--- src/sira_pkg.sv ---
// Shared types, constants and helper functions for the signed integer to ASCII converter.
// Used by the serial divider, the digit stack and the top level. No dependencies.
package sira_pkg;

	// ASCII codes used in the output text.
	localparam logic [7:0] CH_ZERO  = 8'h30;
	localparam logic [7:0] CH_LOWA  = 8'h61;
	localparam logic [7:0] CH_MINUS = 8'h2D;

	// Radix bounds and field widths.
	localparam int RADIX_BITS = 5;
	localparam int DIGIT_BITS = 4;
	localparam int CHAR_BITS  = 8;
	localparam logic [RADIX_BITS-1:0] RADIX_MIN = 5'd2;
	localparam logic [RADIX_BITS-1:0] RADIX_MAX = 5'd16;

	// Sequencer states of the top level.
	typedef enum logic [2:0] {
		ST_IDLE,
		ST_DIV,
		ST_SIGN,
		ST_READ,
		ST_EMIT
	} sira_state_t;

	// Status returned by the serial divider at the end of one division.
	typedef struct packed {
		logic                  done;
		logic [DIGIT_BITS-1:0] rem;
	} sira_div_stat_t;

	// Force a radix code into the supported range of 2 to 16.
	function automatic logic [RADIX_BITS-1:0] clamp_radix(input logic [RADIX_BITS-1:0] r);
		logic [RADIX_BITS-1:0] res;
		begin
			if (r < RADIX_MIN) begin
				res = RADIX_MIN;
			end else if (r > RADIX_MAX) begin
				res = RADIX_MAX;
			end else begin
				res = r;
			end
			return res;
		end
	endfunction

	// Map a digit value to its lower-case ASCII character.
	function automatic logic [CHAR_BITS-1:0] digit_char(input logic [DIGIT_BITS-1:0] d);
		logic [CHAR_BITS-1:0] res;
		begin
			if (d < 4'd10) begin
				res = CH_ZERO + {4'd0, d};
			end else begin
				res = CH_LOWA + {4'd0, d} - 8'd10;
			end
			return res;
		end
	endfunction

endpackage

--- src/sira_div.sv ---
// Serial divider: divides an unsigned value by a radix of 2..16, two quotient bits per cycle.
// Depends on sira_pkg for the status struct and field widths.
module sira_div import sira_pkg::*; #(
	parameter int VALUE_BITS = 32
) (
	input  logic                  clk,
	input  logic                  arst_n,
	input  logic                  start,
	input  logic [VALUE_BITS-1:0] dividend,
	input  logic [RADIX_BITS-1:0] radix,
	output logic [VALUE_BITS-1:0] quotient,
	output sira_div_stat_t        stat
);

	// The dividend is padded to an even width so that two bits retire per cycle.
	localparam int DIV_BITS = VALUE_BITS + (VALUE_BITS % 2);
	localparam int STEPS    = DIV_BITS / 2;
	localparam int CNT_W    = $clog2(STEPS + 1);
	localparam logic [CNT_W-1:0] LAST_STEP = CNT_W'(STEPS - 1);

	logic                  busy_q;
	logic                  done_q;
	logic [CNT_W-1:0]      cnt_q;
	logic [DIV_BITS-1:0]   sh_q;
	logic [DIGIT_BITS-1:0] rem_q;
	logic [RADIX_BITS-1:0] radix_q;

	logic [RADIX_BITS-1:0] t1, t2, d1, d2;
	logic                  qb1, qb0;
	logic [DIGIT_BITS-1:0] r1, r2;

	// Two restoring steps: remainder stays below the radix, so four bits hold it.
	always_comb begin
		t1  = {rem_q, sh_q[DIV_BITS-1]};
		qb1 = (t1 >= radix_q);
		d1  = t1 - radix_q;
		r1  = qb1 ? d1[DIGIT_BITS-1:0] : t1[DIGIT_BITS-1:0];
		t2  = {r1, sh_q[DIV_BITS-2]};
		qb0 = (t2 >= radix_q);
		d2  = t2 - radix_q;
		r2  = qb0 ? d2[DIGIT_BITS-1:0] : t2[DIGIT_BITS-1:0];
	end

	// Control of the iteration count and the completion pulse.
	always_ff @(posedge clk or negedge arst_n) begin
		if (!arst_n) begin
			busy_q <= 1'b0;
			done_q <= 1'b0;
			cnt_q  <= '0;
		end else begin
			done_q <= 1'b0;
			if (start) begin
				busy_q <= 1'b1;
				cnt_q  <= '0;
			end else if (busy_q) begin
				cnt_q <= cnt_q + 1'b1;
				if (cnt_q == LAST_STEP) begin
					busy_q <= 1'b0;
					done_q <= 1'b1;
				end
			end
		end
	end

	// Dividend bits shift out at the top while quotient bits shift in at the bottom.
	always_ff @(posedge clk) begin
		if (start) begin
			sh_q    <= DIV_BITS'(dividend);
			rem_q   <= '0;
			radix_q <= radix;
		end else if (busy_q) begin
			sh_q  <= {sh_q[DIV_BITS-3:0], qb1, qb0};
			rem_q <= r2;
		end
	end

	assign quotient  = sh_q[VALUE_BITS-1:0];
	assign stat.done = done_q;
	assign stat.rem  = rem_q;

endmodule

--- src/sira_stack.sv ---
// Digit stack: holds the digits of one number, least significant first, for reversal.
// Depends on sira_pkg for the digit width.
module sira_stack import sira_pkg::*; #(
	parameter int DEPTH = 32
) (
	input  logic                     clk,
	input  logic                     wr_en,
	input  logic [$clog2(DEPTH)-1:0] wr_addr,
	input  logic [DIGIT_BITS-1:0]    wr_data,
	input  logic                     rd_en,
	input  logic [$clog2(DEPTH)-1:0] rd_addr,
	output logic [DIGIT_BITS-1:0]    rd_data
);

	logic [DIGIT_BITS-1:0] mem_q [DEPTH];
	logic [DIGIT_BITS-1:0] rd_data_q;

	// One write port.
	always_ff @(posedge clk) begin
		if (wr_en) begin
			mem_q[wr_addr] <= wr_data;
		end
	end

	// One registered read port; the data holds until the next read.
	always_ff @(posedge clk) begin
		if (rd_en) begin
			rd_data_q <= mem_q[rd_addr];
		end
	end

	assign rd_data = rd_data_q;

endmodule

--- src/signed_int_to_ascii_radix_top.sv ---
// Signed integer to ASCII text in radix 2..16, one character per output transfer, MSB first.
// Each digit costs one serial division of the remaining quotient by the radix.
// One number is converted at a time; the next is accepted while the last character still waits.
// arst_n clears sequencer, digit count, divider control, output valid; data registers do not reset.
// Depends on sira_pkg, sira_div and sira_stack.
module signed_int_to_ascii_radix_top import sira_pkg::*; #(
	parameter int VALUE_BITS = 32,
	localparam int IN_W = ((VALUE_BITS + RADIX_BITS + 7) / 8) * 8
) (
	input  logic                 clk,
	input  logic                 arst_n,
	// Input stream.
	input  logic                 s_tvalid,
	output logic                 s_tready,
	input  logic [IN_W-1:0]      s_tdata,  // value [VALUE_BITS-1:0], radix [VALUE_BITS+4:VALUE_BITS]
	// Output stream.
	output logic                 m_tvalid,
	input  logic                 m_tready,
	output logic [CHAR_BITS-1:0] m_tdata,  // character [7:0]
	output logic                 m_tlast
);

	localparam int AW = $clog2(VALUE_BITS);
	localparam int CW = $clog2(VALUE_BITS + 1);
	localparam logic [CW-1:0] CNT_ONE = CW'(1);

	sira_state_t state_q, state_d;

	logic [CW-1:0]         cnt_q;
	logic [RADIX_BITS-1:0] radix_q;
	logic                  neg_q;
	logic                  m_tvalid_q;
	logic [CHAR_BITS-1:0]  char_q;
	logic                  last_q;

	logic [VALUE_BITS-1:0] in_value, in_mag;
	logic                  in_neg;
	logic [RADIX_BITS-1:0] in_radix;
	logic                  in_take;
	logic                  out_free;

	logic                  div_start;
	logic [VALUE_BITS-1:0] div_dividend;
	logic [RADIX_BITS-1:0] div_radix;
	logic [VALUE_BITS-1:0] div_quot;
	sira_div_stat_t        div_stat;

	logic                  wr_en, rd_en;
	logic [CW-1:0]         rd_idx;
	logic [DIGIT_BITS-1:0] rd_digit;

	logic                  out_load;
	logic [CHAR_BITS-1:0]  out_char;
	logic                  out_last;
	logic                  cnt_inc, cnt_dec;

	// Input fields, sign and magnitude as an unsigned number.
	assign in_value = s_tdata[VALUE_BITS-1:0];
	assign in_neg   = in_value[VALUE_BITS-1];
	assign in_mag   = in_neg ? (~in_value + 1'b1) : in_value;
	assign in_radix = clamp_radix(s_tdata[VALUE_BITS+RADIX_BITS-1:VALUE_BITS]);
	assign in_take  = s_tvalid && s_tready;
	assign out_free = !m_tvalid_q || m_tready;
	assign rd_idx   = cnt_q - 1'b1;

	sira_div #(
		.VALUE_BITS(VALUE_BITS)
	) u_div (
		.clk      (clk),
		.arst_n   (arst_n),
		.start    (div_start),
		.dividend (div_dividend),
		.radix    (div_radix),
		.quotient (div_quot),
		.stat     (div_stat)
	);

	sira_stack #(
		.DEPTH(VALUE_BITS)
	) u_stack (
		.clk     (clk),
		.wr_en   (wr_en),
		.wr_addr (cnt_q[AW-1:0]),
		.wr_data (div_stat.rem),
		.rd_en   (rd_en),
		.rd_addr (rd_idx[AW-1:0]),
		.rd_data (rd_digit)
	);

	// Sequencer state register.
	always_ff @(posedge clk or negedge arst_n) begin
		if (!arst_n) begin
			state_q <= ST_IDLE;
		end else begin
			state_q <= state_d;
		end
	end

	// Next state and control: divide to a zero quotient, emit '-' if negative, then pop the digits.
	always_comb begin
		state_d      = state_q;
		s_tready     = 1'b0;
		div_start    = 1'b0;
		div_dividend = div_quot;
		div_radix    = radix_q;
		wr_en        = 1'b0;
		rd_en        = 1'b0;
		out_load     = 1'b0;
		out_char     = digit_char(rd_digit);
		out_last     = 1'b0;
		cnt_inc      = 1'b0;
		cnt_dec      = 1'b0;
		case (state_q)
			ST_IDLE: begin
				s_tready     = 1'b1;
				div_dividend = in_mag;
				div_radix    = in_radix;
				if (s_tvalid) begin
					div_start = 1'b1;
					state_d   = ST_DIV;
				end
			end
			ST_DIV: begin
				if (div_stat.done) begin
					wr_en   = 1'b1;
					cnt_inc = 1'b1;
					if (div_quot == '0) begin
						state_d = ST_SIGN;
					end else begin
						div_start = 1'b1;
					end
				end
			end
			ST_SIGN: begin
				if (!neg_q) begin
					state_d = ST_READ;
				end else if (out_free) begin
					out_load = 1'b1;
					out_char = CH_MINUS;
					state_d  = ST_READ;
				end
			end
			ST_READ: begin
				rd_en   = 1'b1;
				state_d = ST_EMIT;
			end
			ST_EMIT: begin
				if (out_free) begin
					out_load = 1'b1;
					out_last = (cnt_q == CNT_ONE);
					cnt_dec  = 1'b1;
					state_d  = (cnt_q == CNT_ONE) ? ST_IDLE : ST_READ;
				end
			end
			default: begin
				state_d = ST_IDLE;
			end
		endcase
	end

	// Digit count: rises while dividing, falls while emitting.
	always_ff @(posedge clk or negedge arst_n) begin
		if (!arst_n) begin
			cnt_q <= '0;
		end else if (in_take) begin
			cnt_q <= '0;
		end else if (cnt_inc) begin
			cnt_q <= cnt_q + 1'b1;
		end else if (cnt_dec) begin
			cnt_q <= cnt_q - 1'b1;
		end
	end

	// Item attributes kept for the whole conversion.
	always_ff @(posedge clk) begin
		if (in_take) begin
			radix_q <= in_radix;
			neg_q   <= in_neg;
		end
	end

	// Output register: a character waits here until its transfer completes.
	always_ff @(posedge clk or negedge arst_n) begin
		if (!arst_n) begin
			m_tvalid_q <= 1'b0;
		end else if (out_load) begin
			m_tvalid_q <= 1'b1;
		end else if (m_tready) begin
			m_tvalid_q <= 1'b0;
		end
	end

	always_ff @(posedge clk) begin
		if (out_load) begin
			char_q <= out_char;
			last_q <= out_last;
		end
	end

	assign m_tvalid = m_tvalid_q;
	assign m_tdata  = char_q;
	assign m_tlast  = last_q;

endmodule

--- config.mk ---
export PLATFORM = sky130hd
export DESIGN_NAME = signed_int_to_ascii_radix_top
export DESIGN_NICKNAME = d
export VERILOG_FILES = /design/src/sira_pkg.sv /design/src/sira_div.sv /design/src/sira_stack.sv /design/src/signed_int_to_ascii_radix_top.sv
export SDC_FILE = /design/constraint.sdc
export NUM_CORES = 1
export LEC_CHECK = 0
export ABC_CLOCK_PERIOD_IN_PS = 3800
export BUFFER_PORTS_ARGS = -buffer_cell sky130_fd_sc_hd__buf_2
export CORE_MARGIN = 2
export CORE_UTILIZATION = 55
export DETAILED_ROUTE_END_ITERATION = 8
export PLACE_DENSITY = 0.8
export SLEW_MARGIN = 20
export SYNTH_ARGS = -nofsm -noshare
export SYNTH_HDL_FRONTEND = slang
export SYNTH_SLANG_ARGS = --single-unit
--- constraint.sdc ---
create_clock -name clk -period 3.8 [get_ports clk]
set_input_delay 0.19 -clock clk [delete_from_list [all_inputs] [get_ports clk]]
set_output_delay 0.19 -clock clk [all_outputs]
set_load 0.01 [all_outputs]
==> summary.txt, run 1 <==
Placement
  • Placer Congestion: ~0.9
  • Number of port buffers: 50
  • Post-DP HPWL: 13000 um

Synth
  • Flip-flop and latch count after synthesis: roughly 200
  • Mean Syn Cell Area: between 10 and 15 um2
  • Syn. warnings: 0
  • Post-synth top cells: 183 x edfxtp_1, 83 x nor2_1, 37 x a21oi_1
  • Largest family of logic cells by synthesized area: multiplexers
  • Synth Area in Adders: 0.0286
  • Sequential element share of the synthesized area: 0.618
  • Post-synth EDFFs: approximately 180
  • Mapped Nets: about 740
  • Mux share of post-synthesis cell area: 0.125
  • Ys flop type: edfxtp_1
  • Post-synthesis xor/xnor area fraction: 0.0379
  • Synth Area in Compound Gates: 0.0655
  • Ys async rst share: 0.0833
  • Synth top area cells: edfxtp_1 57%, mux4_2 5.1%, mux4_1 4.9%
  • Synth Area in Simple Gates: 0.0992
  • Post-synth top area share: 0.566
  • Syn Inst Count: ~680
  • Count leader, synth: edfxtp_1
  • Cell accounting for the most synthesized area: edfxtp_1
  • Synth unique cells: between 60 and 70
  • Post-Syn Area: between 9000 and 10000 um2

Power and ir drop
  • Static leakage: 3.86 nW
  • Peak VDD IR: ~0.45 mV
  • Total power: 9.05 mW
  • Power per cell area: around 830 nW/um2

Floorplan
  • Core footprint: approximately 17000 um2
  • FP Rows: 48
  • Chip width: 137 um
  • Number of I/O pins: 55
  • Die span in y: 137 um
  • Die ar.: 18700 um2
  • Initial Util: 0.561

Cells and area
  • Final core utilization: 0.627
  • ANT cells: 0
  • Area growth syn-to-layout: 11.7%
  • Nets@finish: ~800
  • Share of cells above drive strength 1: 0.194

Clocking
  • CTS tree: yes
  • CTS sink cnt: 204
  • Worst-case clock buffer depth: 3
  • CTS clock-pin slew for the worst setup and hold paths: around 60 ps
  • CTS root buffer: clkbuf_16
  • H-tree depth: 1
  • Clk_lat worst skew: between 400 and 500 ps
  • CTS buffer count: 21

Global routing
  • Largest net degree at the start of global routing: 36
  • GRT overflow: 0
  • Vias in the first global route: ~5900
  • GRT busiest layer: met2
  • Antenna violations before repair: 0
  • Global-route wire length before repair: approximately 31000 um
  • Met1 Usage GRT: 0.314
  • Met2 Track Usage GR: 0.346
  • Met3 Usage GRT: 0.0359
  • Tot GR Track Use: 0.218

Routing
  • Total Wirelength: about 19000 um
  • Antenna viol nets, final: 0
  • WL per Instance: 20.1 um
  • Vias/cell: around 6.1
  • # DRC: 0
  • DRT Pass-1 Iters: 5
  • Initial drt markers: slightly above 600
  • Vias: 5947

Setup path
  • Crit end category: register
  • Worst reg2reg path depth: 13
  • Worst flop-to-flop path startpoint: u_div.radix_q[1]
  • WP data arrival: approximately 3900 ps
  • R2r setup slk: 290 ps
  • Worst Setup Start Kind: register
  • CP Max Fanout: 7
  • CP required: ~4200 ps
  • FF-to-FF End: u_div.rem_q[0]
  • Critical path type: register to register

STA
  • Relative slew slack: 0.257
  • Crit share post-route: 0.923
  • Tmin final: between 3000 and 4000 ps
  • Final TNS setup: 0 ps
  • Fmax: ~290 MHz
  • Slew Limit Fails: 0
  • RSZ-0062 raised after global routing: false
  • Fin. Hold Viols: 0
  • Clk_skew: ~13 ps
  • Worst-margin pin slew: between 1000 and 1500 ps
  • Final Setup Violations: 0

Hold path
  • Hold Path End: radix_q[1]
  • Min-delay src: s_tdata[33]
  • Hold path cells: 3
  • Worst Hold Class: primary input to register

Flow run
  • Max-Cap Viols: 0

Status
  • Status: complete, no violations
-- state kept, by name (all words and copies together), names as in the netlist, 3 cells and up --
signal           count
state_q              3
m_tdata              7
radix_q              5
u_stack.mem_q      128
u_div.cnt_q          5
cnt_q                6
u_stack.rd_data      4
u_div.radix_q        5
u_div.quotient      32
u_div.rem_q          4
-- per-stage QoR --
| step | hold WS (ps) | setup WS [ps] | std cells | area, um2 |
|---|---|---|---|---|
| 3_5_place_dp | 133 | 146 | 934 | 10200 |
| 6_report | 82.8 | 293 | 971 | 10800 |
| 4_1_cts | 47.1 | 84.3 | 971 | 10800 |
| 3_3_place_gp | 130 | 347 | 934 | 10200 |
| 5_1_grt | 89.5 | 33.4 | 971 | 10800 |
| 2_1_floorplan | -106 | 379 | 676 | 9710 |
-- report_power, final --
part	switching, mW	internal [mW]	leakage, nW	total, mW
combinational	1.93	1.65	1.61	3.57
sequential	0.342	3.20	1.94	3.54
clock	0.800	1.14	0.309	1.94
total	3.07	5.98	3.86	9.05
-- routing by layer --
| metal | vias to the layer above | part of all wire |
|---|---|---|
| met5 | - | 0 |
| met4 | 0 | 0.022 |
| met3 | 32 | 0.083 |
| met2 | 292 | 0.47 |
| met1 | 2915 | 0.42 |
| li1 | 2708 | - |
-- cells by family after synthesis --
| kind of cell | after synthesis |
|---|---|
| buffers and inverters | 50 |
| xor gates and xnor gates | 42 |
| and+or+nand+nor | 196 |
| other | 2 |
| adders and majority gates | 21 |
| muxes | 62 |
| AOI/OAI and AO/OA | 99 |
| DFF | 204 |
-- cells in the final DEF (no fill, tap or decap), types with 7 or more instances in the layout --
cell	instances
o31ai_1	9
xor2_1	35
dfrtp_1	16
xnor2_1	7
ha_1	19
nor4_1	13
nor3_1	7
buf_4	14
mux4_2	22
mux4_1	18
nor2_1	83
inv_1	19
clkbuf_16	21
edfxtp_1	183
o21ai_0	17
nand2_1	36
nand3_1	7
buf_2	50
mux2_2	17
nor2b_1	9
a21oi_1	37
-- cell type report --
type	instances	area (um2)
fillers	1236	6450
well taps	225	282
flip-flops and latches	204	6000
inverters	19	71.3
clock buffers	23	533
clock inverters	12	109
repair buffers	66	375
multi-input cells	422	3480
-- worst max-delay path: stages, from the launching register on --
cell       delay [ps]
edfxtp_1          360
inv_1             180
ha_1              220
a21o_1            130
a31oi_1            60
o21ai_2           300
mux2i_1           410
ha_1              320
nor2b_1           150
o211ai_1          190
nand3b_1          190
a211oi_4          480
a2bb2oi_1         140
a211oi_1          270
-- worst max path at each step --
stage	slack, ps	from	depth (start not counted)	to
global route	30	u_div.radix_q[1]	13	u_div.rem_q[0]
detailed placement	150	u_div.radix_q[1]	13	u_div.rem_q[0]
global placement	350	u_div.quotient[31]	13	u_div.rem_q[3]
floorplan	380	u_div.rem_q[0]	12	u_div.rem_q[3]
CTS	80	u_div.radix_q[1]	13	u_div.rem_q[0]
finish	290	u_div.radix_q[1]	13	u_div.rem_q[0]
-- what timing repair did --
item / CTS / global route
buffers inserted: 0 / 0
hold buffers: 2 / 0
gates resized for setup: 0 / 2
hold endpoints to repair: 18 / 0
setup endpoints to repair: 0 / 5
No activity file was read; power rests on OpenSTA's default activity.
==> inputs of run 2 (changes only) <==
--- a/config.mk
+++ b/config.mk
@@ -7,7 +7,6 @@
 export LEC_CHECK = 0
 export ABC_CLOCK_PERIOD_IN_PS = 3800
 export BUFFER_PORTS_ARGS = -buffer_cell sky130_fd_sc_hd__buf_2
-export CORE_MARGIN = 2
 export CORE_UTILIZATION = 55
 export DETAILED_ROUTE_END_ITERATION = 8
 export PLACE_DENSITY = 0.8
==> run 2 against run 1 <==
  * Maximum frequency shrank 1.9%
  * Largest cell class unchanged
  * Sequential power is essentially flat
  * Critical endpoint is now u_div.rem_q[3]
  * Clock power grew 15%
  * Power grew 3.7%
==> summary.txt, run 2 (synthesized netlist as in run 1, its figures left out) <==
STA
  • Worst-margin pin slew: 917 ps (was 1100 ps)
  • Tmin final: 3570 ps (was 3510 ps)
  • Relative slew slack: 0.384 (was 0.257)
  • Final TNS setup: 0 ps (unchanged)
  • Fin. Hold Viols: 0 (unchanged)
  • Clk_skew: 19.5 ps (was 12.5 ps)
  • Slew Limit Fails: 0 (unchanged)
  • Crit share post-route: 0.941 (was 0.923)
  • Slack of the critical path: 225 ps (was 293 ps)
  • RSZ-0062 raised after global routing: false (unchanged)
  • Fmax: 280 MHz (was 285 MHz)
  • Final Setup Violations: 0 (unchanged)

Cells and area
  • Commonest non-fill, non-tap cell in the layout: edfxtp_1 (unchanged)
  • Fin cells: 976 (was 971)
  • Storage element area: 6000 um2 (unchanged)
  • Largest Register: u_stack.mem_q (unchanged)
  • Most frequent cells in the layout: 183 x edfxtp_1, 83 x nor2_1, 50 x buf_2 (unchanged)
  • Multi-input gate area: 3480 um2 (about the same)
  • Fill cell count: 1182 (was 1236)
  • Max reg flops: 128 (unchanged)
  • ANT cells: 0 (unchanged)
  • Share of cells above drive strength 1: 0.200 (was 0.194)
  • Nets@finish: 800 (was 799)
  • Area growth syn-to-layout: 13.1% (was 11.7%)

Routing
  • Vias: 6024 (was 5947)
  • DRT Pass-1 Iters: 5 (unchanged)
  • Antenna viol nets, final: 0 (unchanged)
  • # DRC: 0 (unchanged)
  • Total Wirelength: 20400 um (was 19500 um)
  • Vias/cell: 6.17 (was 6.12)
  • WL per Instance: 20.9 um (was 20.1 um)
  • Initial drt markers: 589 (was 608)

Setup path
  • WP data arrival: 3930 ps (was 3900 ps)
  • CP bufs+invs: 1 (unchanged)
  • CP max-delay cell: a211oi_4 (unchanged)
  • CP Max Fanout: 7 (unchanged)
  • Worst Setup Start Kind: register (unchanged)
  • CP cell instances: inv_1, ha_1, nand2b_1, a31oi_1, o21ai_2, mux2i_1, ha_1, nor2b_1, o211ai_1, nand3b_1, a211oi_4, mux2i_1, a211oi_1 (was inv_1, ha_1, a21o_1, a31oi_1, o21ai_2, mux2i_1, ha_1, nor2b_1, o211ai_1, nand3b_1, a211oi_4, a2bb2oi_1, a211oi_1)
  • Top delay family on crit path: compound AO/OA/AOI/OAI gates (unchanged)
  • Max incr delay on CP: 460 ps (was 480 ps)
  • CP required: 4160 ps (was 4190 ps)
  • Crit end category: register (unchanged)
  • Critical path type: register to register (unchanged)

Floorplan
  • Number of I/O pins: 55 (unchanged)
  • Chip width: 135 um (was 137 um)
  • Core footprint: 17200 um2 (was 17300 um2)
  • Initial Util: 0.563 (was 0.561)
  • Die ar.: 18200 um2 (was 18700 um2)
  • Die span in y: 135 um (was 137 um)
  • FP Rows: 48 (unchanged)

Placement
  • Placed cells: 934 (unchanged)
  • Placer Congestion: 0.893 (was 0.904)
  • Number of port buffers: 50 (unchanged)
  • Post-DP HPWL: 13000 um (about the same)
  • Pre-CTS setup slack: 61.0 ps (was 146 ps)

Clocking
  • CTS tree: yes (unchanged)
  • Clk_lat worst skew: 510 ps (was 490 ps)
  • Worst-case clock buffer depth: 3 (unchanged)
  • CTS sink cnt: 204 (unchanged)
  • H-tree depth: 1 (unchanged)
  • Post-CTS Setup Bufs: 0 (unchanged)
  • CTS buffer count: 22 (was 21)
  • CTS clock-pin slew for the worst setup and hold paths: 60 ps (about the same)
  • CTS root buffer: clkbuf_16 (unchanged)

Power and ir drop
  • Comb power frac: 0.386 (was 0.395)
  • Seq pwr share: 0.375 (was 0.391)
  • P_int: 6.23 mW (was 5.98 mW)
  • Switching pwr: 3.17 mW (was 3.07 mW)
  • Power per cell area: 856 nW/um2 (was 835 nW/um2)
  • Static leakage: 3.92 nW (was 3.86 nW)
  • Peak VDD IR: 0.468 mV (was 0.447 mV)
  • Sw frac: 0.337 (was 0.339)
  • Clock power share: 0.239 (was 0.214)

Global routing
  • Largest net degree at the start of global routing: 40 (was 36)
  • Vias in the first global route: 5993 (was 5936)
  • Global-route wire length before repair: 31700 um (was 31300 um)
  • Antenna violations before repair: 0 (unchanged)
  • GRT overflow: 0 (unchanged)
  • Tot GR Track Use: 0.232 (was 0.218)

Flow run
  • Max-Cap Viols: 0 (unchanged)

Status
  • Status: complete, no violations (unchanged)

Hold path
  • Worst Hold Class: primary input to register (unchanged)
run 2: per-layer routing:
layer	GRT usage	wire length (um)
met2	0.396	10100
met5	0	0
met3	0.0330	1490
met1	0.308	8230
met4	0.0762	493
run 2: metrics by stage:
step,hold WS [ps],instance area (um2),util,power [mW]
floorplan,-106,9710,-,6.15
finish,64.5,11000,0.637,9.39
global placement,129,10200,0.590,6.85
CTS,33.1,11000,0.636,9.35
detailed placement,140,10200,0.590,7.08
global route,84.4,11000,0.637,9.85
run 2: final timing paths:
path	to	slack [ps]	from	depth (start not counted)
max reg2reg	u_div.rem_q[3]	230	u_div.quotient[31]	13
max in group asynchronous	cnt_q[0]	3360	arst_n	2
max	u_div.rem_q[3]	230	u_div.quotient[31]	13
min reg2reg	u_div.cnt_q[3]	550	u_div.cnt_q[3]	2
min in group asynchronous	cnt_q[1]	130	arst_n	2
min	radix_q[1]	60	s_tdata[33]	3
run 2: layout make-up:
| class | count | share of cell area |
|---|---|---|
| flip-flops and latches | 204 | 0.547 |
| multi-input cells | 422 | 0.317 |
| repair buffers | 66 | 0.0342 |
| clock buffers | 28 | 0.0541 |
| clock inverters | 12 | 0.0155 |
| well taps | 225 | 0.0256 |
| inverters | 19 | 0.00650 |
run 2: timing repair:
action / in CTS / in global routing
endpoints found under the setup margin: 0 / 5
hold endpoints to repair: 18 / 0
hold buffers: 2 / 0
resized for setup: 0 / 2
run 2: power groups by stage:
stage / Sequential, mW / Combinational (mW) / Clock [mW]
detailed placement: 3.55 / 3.52 / 0
finish: 3.52 / 3.62 / 2.24
CTS: 3.51 / 3.57 / 2.27
global placement: 3.53 / 3.32 / 0
floorplan: 3.51 / 2.64 / 0
global route: 3.57 / 3.92 / 2.36
run 2: worst min-delay path: stages:
cell and delay [ps]:
buf_2 90, nor2_1 40, nor2_1 130
